`src/sv/hsv2rgb_pkg.sv`:
```
// hsv2rgb_pkg: shared widths, sector codes and constants of the hsv to rgb core
// no dependencies, compiled first
package hsv2rgb_pkg;

  localparam int unsigned CHAN_W = 8;   // width of one color channel code
  localparam int unsigned ACC_W  = 17;  // rounded numerator over 2^hue_bits, before /255

  localparam logic [CHAN_W-1:0] CHAN_MAX = 8'hFF;
  // rounding bias of the p channel once the 2^hue_bits factor is dropped
  localparam logic [ACC_W-1:0]  P_RND    = 17'd127;

  // hue sextant, integer part of hue*6
  typedef enum logic [2:0] {
    SECT_R_Y = 3'd0,
    SECT_Y_G = 3'd1,
    SECT_G_C = 3'd2,
    SECT_C_B = 3'd3,
    SECT_B_M = 3'd4,
    SECT_M_R = 3'd5
  } sector_e;

  // one rgb pixel as it leaves the core
  typedef struct packed {
    logic [CHAN_W-1:0] red;
    logic [CHAN_W-1:0] green;
    logic [CHAN_W-1:0] blue;
  } rgb_t;

endpackage

```
`src/sv/hsv2rgb_chan.sv`:
```
// hsv2rgb_chan: divides a rounded channel numerator by 255 and clamps to a code
// depends on hsv2rgb_pkg
module hsv2rgb_chan
  import hsv2rgb_pkg::*;
(
  input  logic [ACC_W-1:0]  acc_i,
  output logic [CHAN_W-1:0] code_o
);

  logic [ACC_W-1:0]  sum;
  logic [ACC_W-9:0]  quo;

  // floor(x/255) = (x + (x>>8) + 1) >> 8 over the range used here
  assign sum    = acc_i + (acc_i >> 8) + ACC_W'(1);
  assign quo    = sum[ACC_W-1:8];
  assign code_o = (quo > (ACC_W-8)'(CHAN_MAX)) ? CHAN_MAX : quo[CHAN_W-1:0];

endmodule

```
`config.mk`:
```
export PLATFORM = sky130hd
export DESIGN_NAME = hsv2rgb_chan
export DESIGN_NICKNAME = d
export VERILOG_FILES = /design/src/sv/hsv2rgb_pkg.sv /design/src/sv/hsv2rgb_chan.sv
export SDC_FILE = /design/constraint.sdc
export NUM_CORES = 1
export LEC_CHECK = 0
export BUFFER_PORTS_ARGS = -buffer_cell sky130_fd_sc_hd__buf_2
export CAP_MARGIN = 10
export CORE_AREA = 3 3 40 42
export DETAILED_ROUTE_END_ITERATION = 12
export DIE_AREA = 0 0 43 45
export PLACE_DENSITY = 0.74
export SYNTH_ARGS = -nofsm -noshare
export SYNTH_HDL_FRONTEND = slang
export SYNTH_SLANG_ARGS = --single-unit
```
`constraint.sdc`:
```
create_clock -name vclk -period 3.4
set_input_delay 0.17 -clock vclk [all_inputs]
set_output_delay 0.17 -clock vclk [all_outputs]
set_load 0.02 [all_outputs]
```
Yosys cells after proc, flatten, opt, wreduce, memory -nomap -nowiden. Index checks and enable logic that the tools add are counted.

Bits in registers: 0. Bits of input ports: 17. Output and inout port bits: 8. Logic and storage cells: 4.

$add $sub $neg: 2. Magnitude comparators: 1. Multiplexer cells: 1.

Operators with widths (number): $add A17 B1 Y17 const B (1); $add A17 B9 Y17 (1); $gt A9 B8 Y1 const B (1); $mux W8 (1).

Longest topological paths before layout.
Depth in word-level cells: 4. Mapped depth: 8. Depth with buffers taken out: 6.

Least setup slack after synthesis. No wires, ideal clock.

Path kind: input-to-output. Start point: input port acc_i[5]. End point: output port code_o[3]. Arrival time: 1.903 ns. Required time: 3.230 ns. Setup slack: 1.327 ns. Stages on the path: 7. Buffers on the path: 1. Cells stage by stage: ha_1 -> a211o_1 -> a21oi_4 -> and3b_1 -> buf_6 -> nor3_1 -> o311ai_1.

Word-level cells in the longest chain between the ends: 4.

RTL lines: from (decl) (RTL line hsv2rgb_chan.sv:6) `input logic [ACC_W-1:0] acc_i,`; $add A17 B9 Y17 (*) (RTL line hsv2rgb_chan.sv:14) `assign sum = acc_i + (acc_i >> 8) + ACC_W'(1);`; $add A17 B1 Y17 (*) (RTL line hsv2rgb_chan.sv:14); $gt A9 B8 Y1 (RTL line hsv2rgb_chan.sv:16) `assign code_o = (quo > (ACC_W-8)'(CHAN_MAX)) ? CHAN_MAX : quo[CHAN_W-1:0];`; $mux W8 (*) (RTL line hsv2rgb_chan.sv:16); to (decl) (RTL line hsv2rgb_chan.sv:7) `output logic [CHAN_W-1:0] code_o`.

Every way passes the cells marked *; elsewhere a longest branch is shown, timed or not.

Final worst setup path.
Start point: input port acc_i[9]. End point: output port code_o[3].

Same word-level chain as after synthesis.

==> impl_metrics.csv <==
group,metric,value,unit
status,status,"completed",
global_route,antenna_found_initial,0,
layout,seq_cells,0,
layout,areaGrowthSynthToFinish,24.5,%
drt,viasPerCell,5.85,
layout,final_cell_mix,"25 x buf_2, 8 x ha_1",
synthesis,ys_types,30,
layout,instances_no_fill,104,
power,ir_worst_vdd,63.2,uV
cts,cts_setup_buffers,0,
drt,drcViolationCount,0,
worst_setup_path,cp_max_fo,8,
synthesis,synthCells,66,
min_path,hp-class,"input pin to output port",
min_path,holdCritStartpoint,"acc_i[15]",
global_route,grt_max_degree,9,
drt,drt-met1-wl,605,um
global_route,grtUsageTotal,12.9,%
sta,post-route-period-util,66.3,%
die,rows,13,
worst_setup_path,arrival,2.08,ns
sta,grt_setup_unrepaired,"no",
drt,top_layer_used,"met3",
synthesis,ys_seq_area_share,0,%
die,core,1280,um^2
sta,hold_slack,0.774,ns
synthesis,ys_warn_count,0,
sta,slew_viol_final,0,
drt,ant_nets,0,
power,powerDensity,162,nW/um^2
sta,worst_pin_slew,0.489,ns
global_route,grt_pass1_wl,2080,um
drt,drt-initial-drc-count,13,
placement,io_buffers,25,
placement,post-dp-hpwl,1070,um
job,drv_cap,0,
die,die-area,1940,um^2
layout,finish.net_count,116,
worst_setup_path,startpoint,"acc_i[9]",
worst_setup_path,slowest_delay,0.59,ns
worst_setup_path,crit_type,"input pin to output port",
worst_setup_path,end_kind,"output port",
drt,routedWlPerCell,12.1,um
worst_setup_path,cp_cell_sequence,"buf_2 > ha_1 > o21ai_0 > a22oi_2 > and3b_1 > or4_4 > o311ai_1 > buf_2",
cts,cts_resized,0,
placement,placed_cells,104,
synthesis,syn_nets,91,
drt,wl,1260,um
drt,wl_met3,91,um
synthesis,syn_area_per_cell,7.51,um^2
layout,fin_util,48.0,%
layout,n_fill_cell,135,
sta,setup_viol,0,
layout,drive_gt1_share,36.0,%
sta,fin_crit,2.25,ns
drt,num_vias,608,
sta,tns,0,ns
layout,final_common_cell,"buf_2",
synthesis,synthesis.area,495,um^2
die,die_x,43,um
worst_setup_path,cpMostUsedCell,"buf_2",
drt,wl_met2,560,um
die,io_pins,25,
die,fp.dieH,45,um
layout,register_area,0,um^2
power,p_leak,0.280,nW
worst_setup_path,cpMaxStageDelayCell,"or4_4",
min_path,hold_depth,4,
worst_setup_path,start_kind,"input pin",
sta,clock.fmax,444,MHz
global_route,grt_pass1_vias,529,
layout,nClkBuffers,0,
layout,antennaDiodeCount,0,
global_route,grt.overflow.total,0,
sta,slew_headroom,67.2,%
worst_setup_path,critPathRequiredTime,3.23,ns
drt,drt-pass1-iter-count,4,
placement,finalWeightedCongestion,0.846,
sta,hold_viol_final,0,
cts,holdBufCountCts,0,
die,start_util,38.6,%
[critical path: cells and delay by family]
family / cells / cell delay, ns
simple gates: 2 / 0.88
compound gates: 3 / 0.42
fa+ha+maj: 1 / 0.27
buf+inv: 2 / 0.34
[cells in the mapped netlist (2+ instances only)]
| cell | number | area (um^2) |
|---|---|---|
| a211o_1 | 2 | 17.5 |
| a21oi_1 | 5 | 25.0 |
| a31oi_1 | 3 | 18.8 |
| and3_1 | 4 | 25.0 |
| buf_6 | 2 | 22.5 |
| ha_1 | 8 | 100 |
| inv_1 | 2 | 7.51 |
| nand2_1 | 5 | 18.8 |
| nand3_1 | 2 | 10.0 |
| nor2_1 | 3 | 11.3 |
| nor3_1 | 5 | 25.0 |
| o211ai_1 | 5 | 37.5 |
| o21ai_0 | 3 | 15.0 |
[path summary, 6_finish.rpt]
path / slack (ns) / endpoint
setup / recovery: 1.15 / code_o[3]
hold / removal: 0.77 / code_o[7]
[through the flow]
step / worst slack (ns) / total power [mW] / instance area, um^2
finish: 1.15 / 0.100 / 617
global route: 1.03 / 0.111 / 617
CTS: 1.16 / 0.0994 / 617
detailed placement: 1.16 / 0.0988 / 617
global placement: 1.19 / 0.0978 / 617
floorplan: 1.33 / 0.0710 / 495
[logic make-up (layout without fill, tap and decap cells)]
kind of cell             Yosys count  count (layout)  synth area share [%]
AO/OA/AOI/OAI                     27              27                  42.2
adder cells (fa/ha/maj)            8               8                  20.2
buffers and inverters              4              27                  6.06
multiplexers                       1               1                  2.02
AND/OR/NAND/NOR                   26              26                  29.5
[routing by layer]
metal	track usage [%]	vias up
met5	0	-
met4	0	0
met2	22.8	18
met3	0.797	0
li1	-	317
met1	18.3	273
[where the power goes]
part           internal, mW  switching, mW
Combinational        0.0401         0.0599
Sequential                0              0
Clock                     0              0
Total                0.0401         0.0599
[cell type report]
class                           instances  area (um^2)  area share [%]
Multi-Input combinational cell         62          465            75.5
Timing Repair Buffer                   25          125            20.3
Tap cell                               15         18.8            3.04
Inverter                                2         7.51            1.22
Note: power is estimated with default switching activity, not from simulation.
